`config.mk`:
```
export PLATFORM = sky130hd
export DESIGN_NAME = separator_stream_tokenizer_core
export DESIGN_NICKNAME = d
export VERILOG_FILES = /design/src/hdl/sst_pkg.sv /design/src/hdl/sst_cfg.sv /design/src/hdl/sst_decode.sv /design/src/hdl/sst_track.sv /design/src/hdl/separator_stream_tokenizer_core.sv
export SDC_FILE = /design/constraint.sdc
export NUM_CORES = 1
export LEC_CHECK = 0
export BUFFER_PORTS_ARGS = -buffer_cell sky130_fd_sc_hd__buf_2
export CORE_MARGIN = 4
export CORE_UTILIZATION = 55
export DETAILED_ROUTE_END_ITERATION = 16
export GPL_TIMING_DRIVEN = 0
export PLACE_DENSITY = 0.75
export SLEW_MARGIN = 30
export SYNTH_ARGS = -nofsm -noshare
export SYNTH_HDL_FRONTEND = slang
export SYNTH_HIERARCHICAL = 1
export SYNTH_SLANG_ARGS = --single-unit
```
`constraint.sdc`:
```
create_clock -name aclk -period 12.4 [get_ports aclk]
set_input_delay 1.86 -clock aclk [delete_from_list [all_inputs] [get_ports aclk]]
set_output_delay 1.86 -clock aclk [all_outputs]
set_load 0.05 [all_outputs]
```
`src/hdl/sst_pkg.sv`:
```
package sst_pkg;

    // configuration register file
    localparam int NUM_REGS  = 8;
    localparam int REG_IDX_W = 3;
    localparam int CFG_IDX_W = 4;

    localparam logic [REG_IDX_W-1:0] REG_END    = 3'd0;
    localparam logic [REG_IDX_W-1:0] REG_VALUE  = 3'd1;
    localparam logic [REG_IDX_W-1:0] REG_NAME   = 3'd2;
    localparam logic [REG_IDX_W-1:0] REG_COLUMN = 3'd3;
    localparam logic [REG_IDX_W-1:0] REG_STDOUT = 3'd4;
    localparam logic [REG_IDX_W-1:0] REG_STDERR = 3'd5;
    localparam logic [REG_IDX_W-1:0] REG_OUTPUT = 3'd6;
    localparam logic [REG_IDX_W-1:0] REG_ENVIR  = 3'd7;

    typedef logic [NUM_REGS-1:0][7:0] codes_t;

    // entry 0 sits in the lowest byte
    localparam codes_t CODES_RESET = {8'd8, 8'd7, 8'd6, 8'd5, 8'd4, 8'd3, 8'd2, 8'd1};

    typedef enum logic [2:0] {
        CLS_DATA,
        CLS_END,
        CLS_VALUE,
        CLS_NAME,
        CLS_COLUMN,
        CLS_STREAM,
        CLS_UNKNOWN
    } byte_class_t;

    typedef struct packed {
        byte_class_t cls;
        logic [1:0]  stream;
    } dec_t;

    // event kinds
    localparam logic [2:0] EV_DATA    = 3'd0;
    localparam logic [2:0] EV_END     = 3'd1;
    localparam logic [2:0] EV_VALUE   = 3'd2;
    localparam logic [2:0] EV_NAME    = 3'd3;
    localparam logic [2:0] EV_COLUMN  = 3'd4;
    localparam logic [2:0] EV_STREAM  = 3'd5;
    localparam logic [2:0] EV_IGNORED = 3'd6;

    // error codes
    localparam logic [2:0] ERR_NONE    = 3'd0;
    localparam logic [2:0] ERR_FIELDS  = 3'd1;
    localparam logic [2:0] ERR_NAMES   = 3'd2;
    localparam logic [2:0] ERR_COLUMNS = 3'd3;
    localparam logic [2:0] ERR_UNKNOWN = 3'd4;
    localparam logic [2:0] ERR_TARGET  = 3'd5;

    localparam logic [2:0] NO_STREAM = 3'd4;

    localparam int TDATA_OUT_W = 80;

    typedef struct packed {
        logic [7:0] in_byte;
        logic       last_byte;
    } item_t;

    typedef struct packed {
        logic [7:0]  out_byte;
        logic [2:0]  event_kind;
        logic [2:0]  cur_stream;
        logic [6:0]  cur_column;
        logic [7:0]  cur_field;
        logic [7:0]  cur_name;
        logic [16:0] text_offset;
        logic [6:0]  value_count;
        logic [6:0]  name_count;
        logic [6:0]  stream_columns;
        logic [2:0]  error_code;
        logic        out_last;
    } res_t;

endpackage

```
`src/hdl/sst_cfg.sv`:
```
module sst_cfg (
    input  logic                          aclk,
    input  logic                          aresetn,
    input  logic                          cfg_valid,
    output logic                          cfg_ready,
    input  logic [sst_pkg::CFG_IDX_W-1:0] cfg_index,
    input  logic [7:0]                    cfg_data,
    output sst_pkg::codes_t               codes
);

    sst_pkg::codes_t codes_reg;
    sst_pkg::codes_t codes_next;

    assign cfg_ready = 1'b1;
    assign codes     = codes_reg;

    // indexes beyond the register list are dropped
    always_comb begin
        codes_next = codes_reg;
        if (cfg_valid && (cfg_index < sst_pkg::CFG_IDX_W'(sst_pkg::NUM_REGS))) begin
            codes_next[cfg_index[sst_pkg::REG_IDX_W-1:0]] = cfg_data;
        end
    end

    always_ff @(posedge aclk) begin
        if (!aresetn) begin
            codes_reg <= sst_pkg::CODES_RESET;
        end else begin
            codes_reg <= codes_next;
        end
    end

endmodule

```
`src/hdl/sst_decode.sv`:
```
module sst_decode (
    input  logic [7:0]      in_byte,
    input  sst_pkg::codes_t codes,
    output sst_pkg::dec_t   dec
);

    logic                          hit;
    logic [sst_pkg::REG_IDX_W-1:0] idx;

    // lowest register index wins when codes collide
    always_comb begin
        hit = 1'b0;
        idx = '0;
        for (int i = sst_pkg::NUM_REGS - 1; i >= 0; i--) begin
            if (codes[i] == in_byte) begin
                hit = 1'b1;
                idx = sst_pkg::REG_IDX_W'(i);
            end
        end
    end

    always_comb begin
        dec.stream = 2'(idx - sst_pkg::REG_STDOUT);
        if (!hit) begin
            if ((in_byte >= codes[sst_pkg::REG_END]) && (in_byte <= codes[sst_pkg::REG_ENVIR])) begin
                dec.cls = sst_pkg::CLS_UNKNOWN;
            end else begin
                dec.cls = sst_pkg::CLS_DATA;
            end
        end else begin
            case (idx)
                sst_pkg::REG_END:    dec.cls = sst_pkg::CLS_END;
                sst_pkg::REG_VALUE:  dec.cls = sst_pkg::CLS_VALUE;
                sst_pkg::REG_NAME:   dec.cls = sst_pkg::CLS_NAME;
                sst_pkg::REG_COLUMN: dec.cls = sst_pkg::CLS_COLUMN;
                default:             dec.cls = sst_pkg::CLS_STREAM;
            endcase
        end
    end

endmodule

```
`src/hdl/sst_track.sv`:
```
module sst_track #(
    parameter int MAX_FIELDS       = 64,
    parameter int MAX_COLUMNS      = 64,
    parameter int MAX_BUFFER_BYTES = 65536
) (
    input  logic           aclk,
    input  logic           aresetn,
    input  logic           step,
    input  sst_pkg::item_t item,
    input  sst_pkg::dec_t  dec,
    output sst_pkg::res_t  res
);

    localparam int CW = $clog2(MAX_COLUMNS) + 1;
    localparam int FW = $clog2(MAX_FIELDS + 1) + 1;
    localparam int NW = $clog2(MAX_FIELDS + 1);
    localparam int SW = $clog2(MAX_COLUMNS + 1);
    localparam int PW = $clog2(MAX_BUFFER_BYTES + 1);

    logic [2:0]           stream_reg,    stream_next;
    logic signed [CW-1:0] column_reg,    column_next;
    logic signed [FW-1:0] field_reg,     field_next;
    logic signed [FW-1:0] name_reg,      name_next;
    logic [NW-1:0]        value_cnt_reg, value_cnt_next;
    logic [NW-1:0]        name_cnt_reg,  name_cnt_next;
    logic [3:0][SW-1:0]   cols_reg,      cols_next;
    logic [PW-1:0]        pos_reg,       pos_next;
    logic [2:0]           err_reg,       err_next;

    logic [7:0]    ob;
    logic [2:0]    kind;
    logic [PW-1:0] offset;
    logic [SW-1:0] scols;

    logic signed [31:0] col_ext;
    logic signed [31:0] field_ext;
    logic signed [31:0] name_ext;
    logic [31:0]        off_ext;
    logic [31:0]        vcnt_ext;
    logic [31:0]        ncnt_ext;
    logic [31:0]        scols_ext;

    always_comb begin
        stream_next    = stream_reg;
        column_next    = column_reg;
        field_next     = field_reg;
        name_next      = name_reg;
        value_cnt_next = value_cnt_reg;
        name_cnt_next  = name_cnt_reg;
        cols_next      = cols_reg;
        pos_next       = pos_reg;
        err_next       = err_reg;
        ob             = item.in_byte;
        kind           = sst_pkg::EV_IGNORED;
        offset         = '0;

        if (pos_reg >= PW'(MAX_BUFFER_BYTES)) begin
            if (err_reg == sst_pkg::ERR_NONE) begin
                err_next = sst_pkg::ERR_TARGET;
            end
        end else begin
            pos_next = pos_reg + 1'b1;
            // once an error is held the index state stays frozen; only the byte position advances
            if (err_reg == sst_pkg::ERR_NONE) begin
                case (dec.cls)
                    sst_pkg::CLS_DATA: begin
                        kind = sst_pkg::EV_DATA;
                    end
                    sst_pkg::CLS_END: begin
                        kind = sst_pkg::EV_END;
                    end
                    sst_pkg::CLS_UNKNOWN: begin
                        err_next = sst_pkg::ERR_UNKNOWN;
                    end
                    sst_pkg::CLS_VALUE, sst_pkg::CLS_NAME: begin
                        if ((stream_reg == sst_pkg::NO_STREAM) || column_reg[CW-1]) begin
                            err_next = sst_pkg::ERR_TARGET;
                        end else begin
                            ob     = '0;
                            offset = pos_reg + 1'b1;
                            if (dec.cls == sst_pkg::CLS_VALUE) begin
                                kind           = sst_pkg::EV_VALUE;
                                value_cnt_next = value_cnt_reg + 1'b1;
                                field_next     = field_reg + 1'b1;
                                if (field_reg == FW'(MAX_FIELDS - 1)) begin
                                    err_next = sst_pkg::ERR_FIELDS;
                                end
                            end else begin
                                kind          = sst_pkg::EV_NAME;
                                name_cnt_next = name_cnt_reg + 1'b1;
                                name_next     = name_reg + 1'b1;
                                if (name_reg == FW'(MAX_FIELDS - 1)) begin
                                    err_next = sst_pkg::ERR_NAMES;
                                end
                            end
                        end
                    end
                    sst_pkg::CLS_COLUMN: begin
                        if (column_reg == CW'(MAX_COLUMNS - 1)) begin
                            err_next = sst_pkg::ERR_COLUMNS;
                        end else begin
                            ob             = '0;
                            kind           = sst_pkg::EV_COLUMN;
                            column_next    = column_reg + 1'b1;
                            field_next     = '0;
                            name_next      = '0;
                            value_cnt_next = '0;
                            name_cnt_next  = '0;
                            // per-stream count saturates, it survives reselection
                            if ((stream_reg != sst_pkg::NO_STREAM) &&
                                (cols_reg[stream_reg[1:0]] != SW'(MAX_COLUMNS))) begin
                                cols_next[stream_reg[1:0]] = cols_reg[stream_reg[1:0]] + 1'b1;
                            end
                        end
                    end
                    sst_pkg::CLS_STREAM: begin
                        ob             = '0;
                        kind           = sst_pkg::EV_STREAM;
                        stream_next    = {1'b0, dec.stream};
                        column_next    = '1;
                        field_next     = '1;
                        name_next      = '1;
                        value_cnt_next = '0;
                        name_cnt_next  = '0;
                    end
                    default: begin
                        kind = sst_pkg::EV_IGNORED;
                    end
                endcase
            end
        end
    end

    always_comb begin
        scols     = (stream_next == sst_pkg::NO_STREAM) ? '0 : cols_next[stream_next[1:0]];
        col_ext   = 32'(column_next);
        field_ext = 32'(field_next);
        name_ext  = 32'(name_next);
        off_ext   = 32'(offset);
        vcnt_ext  = 32'(value_cnt_next);
        ncnt_ext  = 32'(name_cnt_next);
        scols_ext = 32'(scols);

        res.out_byte       = ob;
        res.event_kind     = kind;
        res.cur_stream     = stream_next;
        res.cur_column     = col_ext[6:0];
        res.cur_field      = field_ext[7:0];
        res.cur_name       = name_ext[7:0];
        res.text_offset    = off_ext[16:0];
        res.value_count    = vcnt_ext[6:0];
        res.name_count     = ncnt_ext[6:0];
        res.stream_columns = scols_ext[6:0];
        res.error_code     = err_next;
        res.out_last       = item.last_byte;
    end

    // the last byte of a buffer returns everything to the reset state
    always_ff @(posedge aclk) begin
        if (!aresetn || (step && item.last_byte)) begin
            stream_reg    <= sst_pkg::NO_STREAM;
            column_reg    <= '1;
            field_reg     <= '1;
            name_reg      <= '1;
            value_cnt_reg <= '0;
            name_cnt_reg  <= '0;
            cols_reg      <= '0;
            pos_reg       <= '0;
            err_reg       <= sst_pkg::ERR_NONE;
        end else if (step) begin
            stream_reg    <= stream_next;
            column_reg    <= column_next;
            field_reg     <= field_next;
            name_reg      <= name_next;
            value_cnt_reg <= value_cnt_next;
            name_cnt_reg  <= name_cnt_next;
            cols_reg      <= cols_next;
            pos_reg       <= pos_next;
            err_reg       <= err_next;
        end
    end

endmodule

```
`src/hdl/separator_stream_tokenizer_core.sv`:
```
// channel   direction  handshake          payload
// s_        in         s_tvalid/s_tready  s_tdata in_byte, s_tlast last_byte
// m_        out        m_tvalid/m_tready  m_tdata result fields, m_tuser event_kind,
//                                         m_tlast out_last
// cfg_      in         cfg_valid/cfg_ready cfg_index register index, cfg_data value
//
// one byte per cycle sustained while m_tready allows; m_tvalid follows the s_ transaction
// through the input register, then decode and index update into the result register
// index state is updated in the same cycle the result register loads
// synchronous active-low reset empties both registers and clears all index state;
// codes return to their defaults
// m_tready low holds the result; the input register still takes one more byte
module separator_stream_tokenizer_core #(
    parameter int MAX_FIELDS       = 64,
    parameter int MAX_COLUMNS      = 64,
    parameter int MAX_BUFFER_BYTES = 65536
) (
    input  logic                            aclk,
    input  logic                            aresetn,

    input  logic                            s_tvalid,
    output logic                            s_tready,
    input  logic [7:0]                      s_tdata,   // [7:0] in_byte
    input  logic                            s_tlast,

    output logic                            m_tvalid,
    input  logic                            m_tready,
    // [7:0] out_byte, [10:8] cur_stream, [17:11] cur_column, [25:18] cur_field,
    // [33:26] cur_name, [50:34] text_offset, [57:51] value_count,
    // [64:58] name_count, [71:65] stream_columns, [74:72] error_code, [79:75] zero
    output logic [sst_pkg::TDATA_OUT_W-1:0] m_tdata,
    output logic [2:0]                      m_tuser,   // [2:0] event_kind
    output logic                            m_tlast,

    input  logic                            cfg_valid,
    output logic                            cfg_ready,
    input  logic [sst_pkg::CFG_IDX_W-1:0]   cfg_index,
    input  logic [7:0]                      cfg_data
);

    sst_pkg::codes_t codes;
    sst_pkg::dec_t   dec;
    sst_pkg::res_t   res;

    sst_pkg::item_t  item_reg, item_next;
    logic            in_valid_reg, in_valid_next;
    sst_pkg::res_t   res_reg, res_next;
    logic            out_valid_reg, out_valid_next;

    logic            advance;
    logic            take_in;

    sst_cfg u_cfg (
        .aclk      (aclk),
        .aresetn   (aresetn),
        .cfg_valid (cfg_valid),
        .cfg_ready (cfg_ready),
        .cfg_index (cfg_index),
        .cfg_data  (cfg_data),
        .codes     (codes)
    );

    sst_decode u_decode (
        .in_byte (item_reg.in_byte),
        .codes   (codes),
        .dec     (dec)
    );

    sst_track #(
        .MAX_FIELDS       (MAX_FIELDS),
        .MAX_COLUMNS      (MAX_COLUMNS),
        .MAX_BUFFER_BYTES (MAX_BUFFER_BYTES)
    ) u_track (
        .aclk    (aclk),
        .aresetn (aresetn),
        .step    (advance),
        .item    (item_reg),
        .dec     (dec),
        .res     (res)
    );

    assign advance  = in_valid_reg && (!out_valid_reg || m_tready);
    assign s_tready = !in_valid_reg || advance;
    assign take_in  = s_tvalid && s_tready;

    always_comb begin
        in_valid_next  = take_in || (in_valid_reg && !advance);
        item_next      = take_in ? {s_tdata, s_tlast} : item_reg;
        out_valid_next = advance || (out_valid_reg && !m_tready);
        res_next       = advance ? res : res_reg;
    end

    always_ff @(posedge aclk) begin
        if (!aresetn) begin
            in_valid_reg  <= 1'b0;
            out_valid_reg <= 1'b0;
        end else begin
            in_valid_reg  <= in_valid_next;
            out_valid_reg <= out_valid_next;
        end
    end

    always_ff @(posedge aclk) begin
        item_reg <= item_next;
        res_reg  <= res_next;
    end

    assign m_tvalid = out_valid_reg;
    assign m_tuser  = res_reg.event_kind;
    assign m_tlast  = res_reg.out_last;
    assign m_tdata  = {5'd0,
                       res_reg.error_code,
                       res_reg.stream_columns,
                       res_reg.name_count,
                       res_reg.value_count,
                       res_reg.text_offset,
                       res_reg.cur_name,
                       res_reg.cur_field,
                       res_reg.cur_column,
                       res_reg.cur_stream,
                       res_reg.out_byte};

endmodule

```
==> impl_metrics.toml, run 1 <==
[layout]
area_growth_pct = 15.5
fin_nets = 1433
largest_register_ff_count = 75
drive_gt1_frac = 0.160
nFillCells = 1791
antenna_cells = 0

[cts]
postCtsHoldBufs = 0
clkLatencyLatePin_ns = 0.52
cts.sinks = 242
cts_resized = 0
clock_path_buffers = 3
cts_tree = "done"
cts_max_level = 1
cts_buffers = 25
root_buffer = "clkbuf_16"
post-cts-setup-buffers = 0
clk_pin_slew_worst_paths_ns = 0.06

[synth]
synth-edff-count = 88
ys_warn_count = 6
synth-seq-area-share = 0.471
synth-async-reset-ratio = 0
synth.top_cells.by_count = "nand2_1, dfxtp_1, nor2_1"
synthTopCellsByArea = "dfxtp_1, edfxtp_1, mux2i_1, nand2_1, xnor2_1"
synth_top_area_cell = "dfxtp_1"
yosysTopAreaCellShare = 0.254
ys.flop_type = "dfxtp_1"
yosysMostFrequentCell = "nand2_1"
synth_area_sq_um = 12200
synth-seq-cells = 242
ys_types = 87
syn_avg_cell_area_sq_um = 9.78
synthCells = 1242

[setup_path]
cp_slowest_stage_delay_ns = 0.62
arrival_ns = 5.22
rr_startpoint = "item_reg[5]$_DFFE_PP_"
slowest_stage = "a21oi_1"
crit_family = "simple AND/OR/NAND/NOR gates"
cp_max_fo = 9
crit_required_ns = 12.76
worst_r2r_path_depth = 15
cp-end-kind = "flop"
crit_type = "flop to flop"
path_cells = "buf_6, xor2_1, nor4_1, a21oi_1, and4b_4, mux2_4, clkbuf_2, nor2b_1, and3_1, clkbuf_1, mux2i_1, clkinv_1, a21oi_1, o211ai_1, o21ai_0"
worstSetupStartpointType = "flop"
timing.reg2reg.setup_slack_ns = 7.54
r2r-end = "m_tdata[66]$_DFFE_PP_"
crit_buf_inv = 4
crit_top_cell = "a21oi_1"

[floorplan]
die_area_sq_um = 24500
die-width_um = 157
fp.coreArea_sq_um = 21800
row_count = 54
ios = 113
initial_core_util = 0.559
die_h_um = 157

[drt]
drc = 0
wirelength_um = 30800
ant_nets = 0
dr.pass1.iters = 5
routedWlPerCell_um = 18.3
num_vias = 9742
drt_iter0_markers = 666
vias_per_cell = 5.80

[sta]
setup_viol = 0
slew_violations = 0
worst_pin_slew_ns = 0.796
finalCritPeriodShare = 0.392
timing_hold_violations_final = 0
period_minus_slack_ns = 4.86
relSlewSlack = 0.469
fmax_mhz = 206
finalWorstSetupSlack_ns = 7.54
grt_setup_unrepaired = "no"
clock-skew-final_ns = 0.0138
tns_ns = 0

[global_routing]
grt_max_degree = 29
grt_use_total = 0.246
antenna_found_initial = 0
grt_pass1_wl_um = 49100
grt_overflow = 0
first_global_vias = 9281

[place]
dp_hpwl_um = 21700
routabilityCongestion = 0.945
pre_cts_slack_ns = 7.70
io_buffers = 106

[flow_run]
drv_cap = 0

[min_path]
min_to = "u_cfg/codes[63]$_SDFFE_PN0P_"
hold_start = "u_cfg/codes[63]$_SDFFE_PN0P_"
holdCritPathClass = "flop to flop"
whs_path_depth = 2

[pwr]
ir_drop_mv = 0.106
p_leak_nw = 5.67
power.density_nw_per_um2 = 140

[outcome]
status = "finished clean"
## where the power goes
part / internal (mW) / switching (mW)
Combinational: 0.0784 / 0.187
Sequential: 0.856 / 0.0164
Clock: 0.501 / 0.319
Total: 1.44 / 0.522
## worst max-delay path by stage
stage | start | to | cells after the start
floorplan | m_tready | u_track/cols_reg[10]$_SDFFE_PP0P_ | 8
global placement | m_tready | u_track/cols_reg[14]$_SDFFE_PP0P_ | 8
detailed placement | item_reg[5]$_DFFE_PP_ | m_tdata[66]$_DFFE_PP_ | 15
CTS | item_reg[5]$_DFFE_PP_ | m_tdata[66]$_DFFE_PP_ | 15
global route | item_reg[5]$_DFFE_PP_ | m_tdata[66]$_DFFE_PP_ | 15
finish | item_reg[5]$_DFFE_PP_ | m_tdata[66]$_DFFE_PP_ | 15
## cell usage in the layout (no fill, tap or decap), types with 45 or more instances in the layout
cell type and count:
nand2_1 160, buf_2 113, a21oi_1 60, dfxtp_1 154
edfxtp_1 88, clkbuf_1 45, o21ai_0 57, nand3_1 48
xnor2_1 49, nor2_1 103, mux2i_1 90
## cell families after synthesis
family / count (synthesis) / synth area share
simple gates: 466 / 0.191
xor+xnor: 86 / 0.0632
other cells: 2 / 0.000618
fa+ha+maj: 25 / 0.0257
buf+inv: 111 / 0.0468
mux: 99 / 0.0893
compound gates: 211 / 0.112
flops: 242 / 0.471
## layout make-up
type / count / area (sq um) / area share
plain buffers: 77 / 442 / 0.0315
clock buffers: 27 / 643 / 0.0458
clock inverters: 18 / 256 / 0.0183
inverters: 34 / 128 / 0.00909
multi-input cells: 893 / 5880 / 0.419
flip-flops and latches: 242 / 5730 / 0.408
well taps: 280 / 350 / 0.0250
repair buffers: 109 / 606 / 0.0431
## per-layer routing
| metal | part of all wire | routed length, um | GRT usage |
|---|---|---|---|
| met4 | 0.034 | 1040 | 0.0926 |
| met5 | 0 | 0 | 0 |
| met1 | 0.42 | 12800 | 0.322 |
| met2 | 0.46 | 14100 | 0.406 |
| met3 | 0.093 | 2850 | 0.0503 |
## worst reg2reg max path, cell delays in order, from the launching register on
cell      delay (ns)
edfxtp_1        0.47
buf_6           0.19
xor2_1          0.17
nor4_1          0.50
a21oi_1         0.20
and4b_4         0.26
mux2_4          0.19
clkbuf_2        0.16
nor2b_1         0.29
and3_1          0.20
clkbuf_1        0.30
mux2i_1         0.46
clkinv_1        0.40
a21oi_1         0.62
o211ai_1        0.18
o21ai_0         0.12
## through the flow
step / hold WS, ns / power [mW] / area, sq um / util / std cells
final: 0.458 / 1.96 / 14000 / 0.645 / 1680
after global routing: 0.482 / 2.03 / 14000 / 0.645 / 1680
after CTS: 0.458 / 1.97 / 14000 / 0.645 / 1680
after detailed placement: 0.454 / 1.15 / 13100 / 0.604 / 1635
after global placement: 0.445 / 1.15 / 13000 / 0.600 / 1632
after floorplan: 0.435 / 1.08 / 12200 / - / 1246
No activity file was read; power rests on OpenSTA's default activity.
==> run 2: changes to the inputs <==
--- a/config.mk
+++ b/config.mk
@@ -5,6 +5,7 @@
 export SDC_FILE = /design/constraint.sdc
 export NUM_CORES = 1
 export LEC_CHECK = 0
+export ABC_AREA = 1
 export BUFFER_PORTS_ARGS = -buffer_cell sky130_fd_sc_hd__buf_2
 export CORE_MARGIN = 4
 export CORE_UTILIZATION = 55
==> constraint.sdc (replaced) <==
create_clock -name aclk -period 4.5 [get_ports aclk]
set_input_delay 0.675 -clock aclk [delete_from_list [all_inputs] [get_ports aclk]]
set_output_delay 0.675 -clock aclk [all_outputs]
set_load 0.05 [all_outputs]
==> impl_metrics.toml, run 2 <==
[layout]
final_common_cell = "nand2_1"
antenna_cells = 0
fin_nets = 1891
largest_register_ff_count = 75
post-route-util = 0.644
final_cell_mix = "nand2_1, nor2_1, inv_1"
area_growth_pct = 15.2
drive_gt1_frac = 0.133

[setup_path]
cp_max_fo = 10
crit_required_ns = 4.78
worstSetupStartpointType = "flop"
startpoint = "item_reg[4]$_DFFE_PP_"
rr_startpoint = "item_reg[4]$_DFFE_PP_"
timing.reg2reg.setup_slack_ns = 0.23
cp-end-kind = "flop"
arrival_ns = 4.55
worst_r2r_path_depth = 19
crit_type = "flop to flop"
r2r-end = "m_tdata[68]$_DFFE_PP_"

[outcome]
status = "finished clean"

[sta]
tns_ns = 0
timing_hold_violations_final = 0
relSlewSlack = 0.515
clock-skew-final_ns = 0.0130
worst_pin_slew_ns = 0.727
grt_setup_unrepaired = "no"
setup_viol = 0
fmax_mhz = 234
slew_violations = 0
finalCritPeriodShare = 0.948
finalWorstSetupSlack_ns = 0.234
period_minus_slack_ns = 4.27

[drt]
routedWlPerCell_um = 15.6
drt_iter0_markers = 814
vias_per_cell = 5.37
drc = 0
num_vias = 11500
wirelength_um = 33400
dr.pass1.iters = 5
ant_nets = 0

[pwr]
p_leak_nw = 6.50
power.density_nw_per_um2 = 391
ir_drop_mv = 0.319

[min_path]
holdCritPathClass = "input port to flop"
hold_start = "s_tlast"
min_to = "item_reg[0]$_DFFE_PP_"
whs_path_depth = 1

[global_routing]
grt_util_met1 = 0.351
grt_overflow = 0
top_usage_layer = "met2"
grt_use_total = 0.257
met3_usage = 0.0351
antenna_found_initial = 0
first_global_vias = 10800
grt_max_degree = 24
met2_usage = 0.415
grt_pass1_wl_um = 54200

[cts]
clk_pin_slew_worst_paths_ns = 0.06
clock_path_buffers = 3
clkLatencyLatePin_ns = 0.53
cts_buffers = 26
root_buffer = "clkbuf_16"
cts_max_level = 1
cts_tree = "done"
cts.sinks = 242

[synth]
synth-seq-cells = 242
synth-async-reset-ratio = 0
synth.top_cells.by_count = "nand2_1, nor2_1, inv_1"
synth_area_sq_um = 12600
synth-edff-count = 88
synthCells = 1698
syn_avg_cell_area_sq_um = 7.45
yosysTopAreaCellShare = 0.244
yosysMostFrequentCell = "nand2_1"
ys.flop_type = "dfxtp_1"
ys_warn_count = 6
synthTopCellsByArea = "dfxtp_1, edfxtp_1, nand2_1, nor2_1, inv_1"
ys_types = 48
synth_top_area_cell = "dfxtp_1"
synth-seq-area-share = 0.453

[floorplan]
initial_core_util = 0.559
ios = 113
die_area_sq_um = 25500
fp.coreArea_sq_um = 22600
row_count = 55
die-width_um = 160
die_h_um = 160

[flow_run]
drv_cap = 0

[place]
routabilityCongestion = 0.946
io_buffers = 106
dp_hpwl_um = 24100
pre_cts_slack_ns = 0.171
run 2: worst max-delay path by stage:
stage                                            end  slack (ns)  cells past startpoint
floorplan           u_track/pos_reg[10]$_SDFFE_PP0P_        0.08                      8
global placement    u_track/pos_reg[12]$_SDFFE_PP0P_       -1.70                      9
detailed placement             m_tdata[68]$_DFFE_PP_        0.17                     19
CTS                            m_tdata[68]$_DFFE_PP_        0.16                     19
global route                   m_tdata[68]$_DFFE_PP_        0.06                     19
finish                         m_tdata[68]$_DFFE_PP_        0.23                     19
run 2: layer usage:
| metal | vias to the layer above | share of wire |
|---|---|---|
| met4 | 0 | 0.038 |
| met2 | 447 | 0.45 |
| met1 | 5219 | 0.44 |
| met5 | - | 0 |
| li1 | 5771 | - |
| met3 | 76 | 0.078 |
run 2: through the flow:
| stage | area, sq um | instances | hold slack, ns | power, mW |
|---|---|---|---|---|
| 5_1_grt | 14600 | 2145 | 0.306 | 5.94 |
| 3_5_place_dp | 13700 | 2097 | 0.468 | 3.48 |
| 2_1_floorplan | 12700 | 1702 | 0.441 | 3.21 |
| 4_1_cts | 14600 | 2145 | 0.298 | 5.73 |
| 3_3_place_gp | 13600 | 2093 | 0.450 | 3.45 |
| 6_report | 14600 | 2145 | 0.320 | 5.70 |
run 2: timing repair:
action                     CTS  global route
gates resized for setup      0             2
hold buffers                 0             0
buffers inserted             0             0
setup endpoints to repair    0             7
run 2: cell families (layout without fill, tap and decap cells):
| group | Yosys count | after routing | share of synthesized area |
|---|---|---|---|
| compound gates | 250 | 250 | 0.106 |
| xor+xnor | 39 | 39 | 0.0270 |
| fa+ha+maj | 25 | 25 | 0.0247 |
| buf+inv | 276 | 434 | 0.0919 |
| flops | 242 | 242 | 0.453 |
| other cells | 2 | 6 | 0.000594 |
| simple gates | 864 | 864 | 0.297 |
run 2: area by class of cell:
| type | instances | area, sq um |
|---|---|---|
| repair buffers | 110 | 628 |
| plain buffers | 66 | 374 |
| clock buffers | 29 | 683 |
| flip-flops and latches | 242 | 5730 |
| inverters | 210 | 788 |
| fillers | 2027 | 8070 |
| well taps | 285 | 357 |
| multi-input cells | 1184 | 5790 |
| clock inverters | 19 | 224 |
run 2: worst max-delay path, cell delays in order (launching register included):
cell	delay [ns]
edfxtp_1	0.57
ha_1	0.38
nand2_1	0.06
nor3_1	0.47
inv_1	0.12
nand4_1	0.19
nor2_4	0.07
o21ai_1	0.29
inv_1	0.17
nor3_4	0.27
inv_2	0.11
nor2_4	0.24
inv_2	0.12
nor2_1	0.21
nor2_4	0.11
inv_2	0.10
buf_4	0.20
nand3_1	0.10
a21oi_1	0.18
nor2_1	0.07
run 2: report_power, final:
part / switching [mW] / internal (mW) / total [mW]
clock: 0.872 / 1.38 / 2.25
combinational: 0.701 / 0.265 / 0.967
sequential: 0.0750 / 2.40 / 2.48
==> run 3: changes to the inputs <==
==> constraint.sdc (replaced) <==
create_clock -name aclk -period 4.5 [get_ports aclk]
set_input_delay 0 -clock aclk [delete_from_list [all_inputs] [get_ports aclk]]
set_output_delay 0 -clock aclk [all_outputs]
set_load 0.05 [all_outputs]
==> impl_metrics.toml, run 3 (synthesized netlist as in run 2, its figures left out) <==
[min_path]
whs_path_depth = 4
holdCritPathClass = "input port to flop"
hold_start = "aresetn"
min_to = "u_cfg/codes[52]$_SDFFE_PN0P_"

[place]
routabilityCongestion = 0.946
pre_cts_slack_ns = 0.171
place_area_sq_um = 13700
dp_hpwl_um = 24100
io_buffers = 106

[floorplan]
die-width_um = 160
initial_core_util = 0.559
die_area_sq_um = 25500
row_count = 55
die_h_um = 160
fp.coreArea_sq_um = 22600
ios = 113

[global_routing]
first_global_vias = 11100
grt_max_degree = 24
grt_use_total = 0.265
grt_overflow = 0
grt_pass1_wl_um = 55900
antenna_found_initial = 0

[layout]
antenna_cells = 0
final_cell_mix = "nand2_1, nor2_1, inv_1"
largest_register_ff_count = 75
area_growth_pct = 17.8
multiInputGateArea_sq_um = 5790
fin_area_sq_um = 14900
drive_gt1_frac = 0.130
nFillCells = 1966
final_common_cell = "nand2_1"
seqCellArea_sq_um = 5730
fin_nets = 1924

[drt]
drt_iter0_markers = 846
ant_nets = 0
num_vias = 11700
routedWlPerCell_um = 15.7
dr.pass1.iters = 5
wirelength_um = 34200
drc = 0
vias_per_cell = 5.37

[cts]
clkLatencyLatePin_ns = 0.53
clock_path_buffers = 3
cts_max_level = 1
root_buffer = "clkbuf_16"
clk_pin_slew_worst_paths_ns = 0.06
cts.sinks = 242
cts_tree = "done"
cts_buffers = 26

[setup_path]
path_cells = "buf_4, inv_2, ha_1, nand2_1, nor3_1, inv_1, nand4_1, nor2_4, o21ai_1, inv_1, nor3_4, inv_2, nor2_4, inv_2, nor2_1, nor2_4, inv_2, buf_4, nand3_1, a21oi_1, nor2_1"
crit_required_ns = 4.78
crit_top_cell = "inv_2"
rr_startpoint = "item_reg[1]$_DFFE_PP_"
crit_type = "flop to flop"
r2r-end = "m_tdata[68]$_DFFE_PP_"
cp_max_fo = 10
worst_r2r_path_depth = 21
timing.reg2reg.setup_slack_ns = 0.27
worstSetupStartpointType = "flop"
cp-end-kind = "flop"
arrival_ns = 4.51
slowest_stage = "nor3_1"
cp_slowest_stage_delay_ns = 0.43

[sta]
grt_setup_unrepaired = "no"
clock-skew-final_ns = 0.0164
relSlewSlack = 0.511
fmax_mhz = 237
setup_viol = 0
timing_hold_violations_final = 0
slew_violations = 0
finalWorstSetupSlack_ns = 0.272
holdWs_ns = 0.0450
worst_pin_slew_ns = 0.733
period_minus_slack_ns = 4.23
finalCritPeriodShare = 0.940

[outcome]
status = "finished clean"

[pwr]
p_leak_nw = 6.64
power.density_nw_per_um2 = 384
ir_drop_mv = 0.319

[flow_run]
drv_cap = 0
run 3: changes by cell type in the layout (fill, tap and decap cells not counted):
cell / change
dlygate4sd3_1: +33
run 3: layer usage:
layer / part of all wire / vias up / global-route usage
li1: - / 5848 / -
met1: 0.43 / 5290 / 0.356
met2: 0.45 / 480 / 0.431
met3: 0.075 / 88 / 0.0379
met4: 0.040 / 0 / 0.116
met5: 0 / - / 0
run 3: worst max path at each step:
stage / from / to / slack [ns]
CTS: item_reg[4]$_DFFE_PP_ / m_tdata[68]$_DFFE_PP_ / 0.16
finish: item_reg[1]$_DFFE_PP_ / m_tdata[68]$_DFFE_PP_ / 0.27
global placement: in_valid_reg$_SDFF_PN0_ / u_track/pos_reg[12]$_SDFFE_PP0P_ / -1.04
floorplan: m_tvalid$_SDFF_PN0_ / u_track/pos_reg[10]$_SDFFE_PP0P_ / 0.35
global route: item_reg[4]$_DFFE_PP_ / m_tdata[68]$_DFFE_PP_ / 0.06
detailed placement: item_reg[4]$_DFFE_PP_ / m_tdata[68]$_DFFE_PP_ / 0.17
run 3: timing repair:
| action | CTS | global route |
|---|---|---|
| setup endpoints to repair | 0 | 7 |
| buffers inserted | 0 | 0 |
| endpoints found under the hold margin | 84 | 0 |
| resized for setup | 0 | 2 |
| hold buffers | 33 | 0 |
run 3: where the power goes:
group	internal, mW	total [mW]	switching [mW]
Combinational	0.283	0.990	0.707
Clock	1.38	2.26	0.881
Sequential	2.40	2.48	0.0752
run 3: area by class of cell:
class,instances,area share
multi-input combinational,1184,0.389
tap,285,0.0239
timing repair buffer,143,0.0643
clock inverter,19,0.0150
inverter,210,0.0529
buffer,66,0.0251
clock buffer,29,0.0458
sequential,242,0.384
run 3: critical path: cells and delay by family (launching register included):
| family | cells | cell delay (ns) |
|---|---|---|
| fa+ha+maj | 1 | 0.29 |
| buf+inv | 8 | 1.13 |
| simple gates | 10 | 1.73 |
| flops | 1 | 0.37 |
| compound gates | 2 | 0.47 |
run 3: per-stage QoR:
step,total power [mW],util,std cells,TNS [ns]
after floorplan,3.21,-,1702,0
after detailed placement,3.48,0.603,2097,0
final,5.73,0.658,2178,0
after global placement,3.45,0.599,2093,-70.25
after global routing,5.97,0.658,2178,0
after CTS,5.75,0.658,2178,0
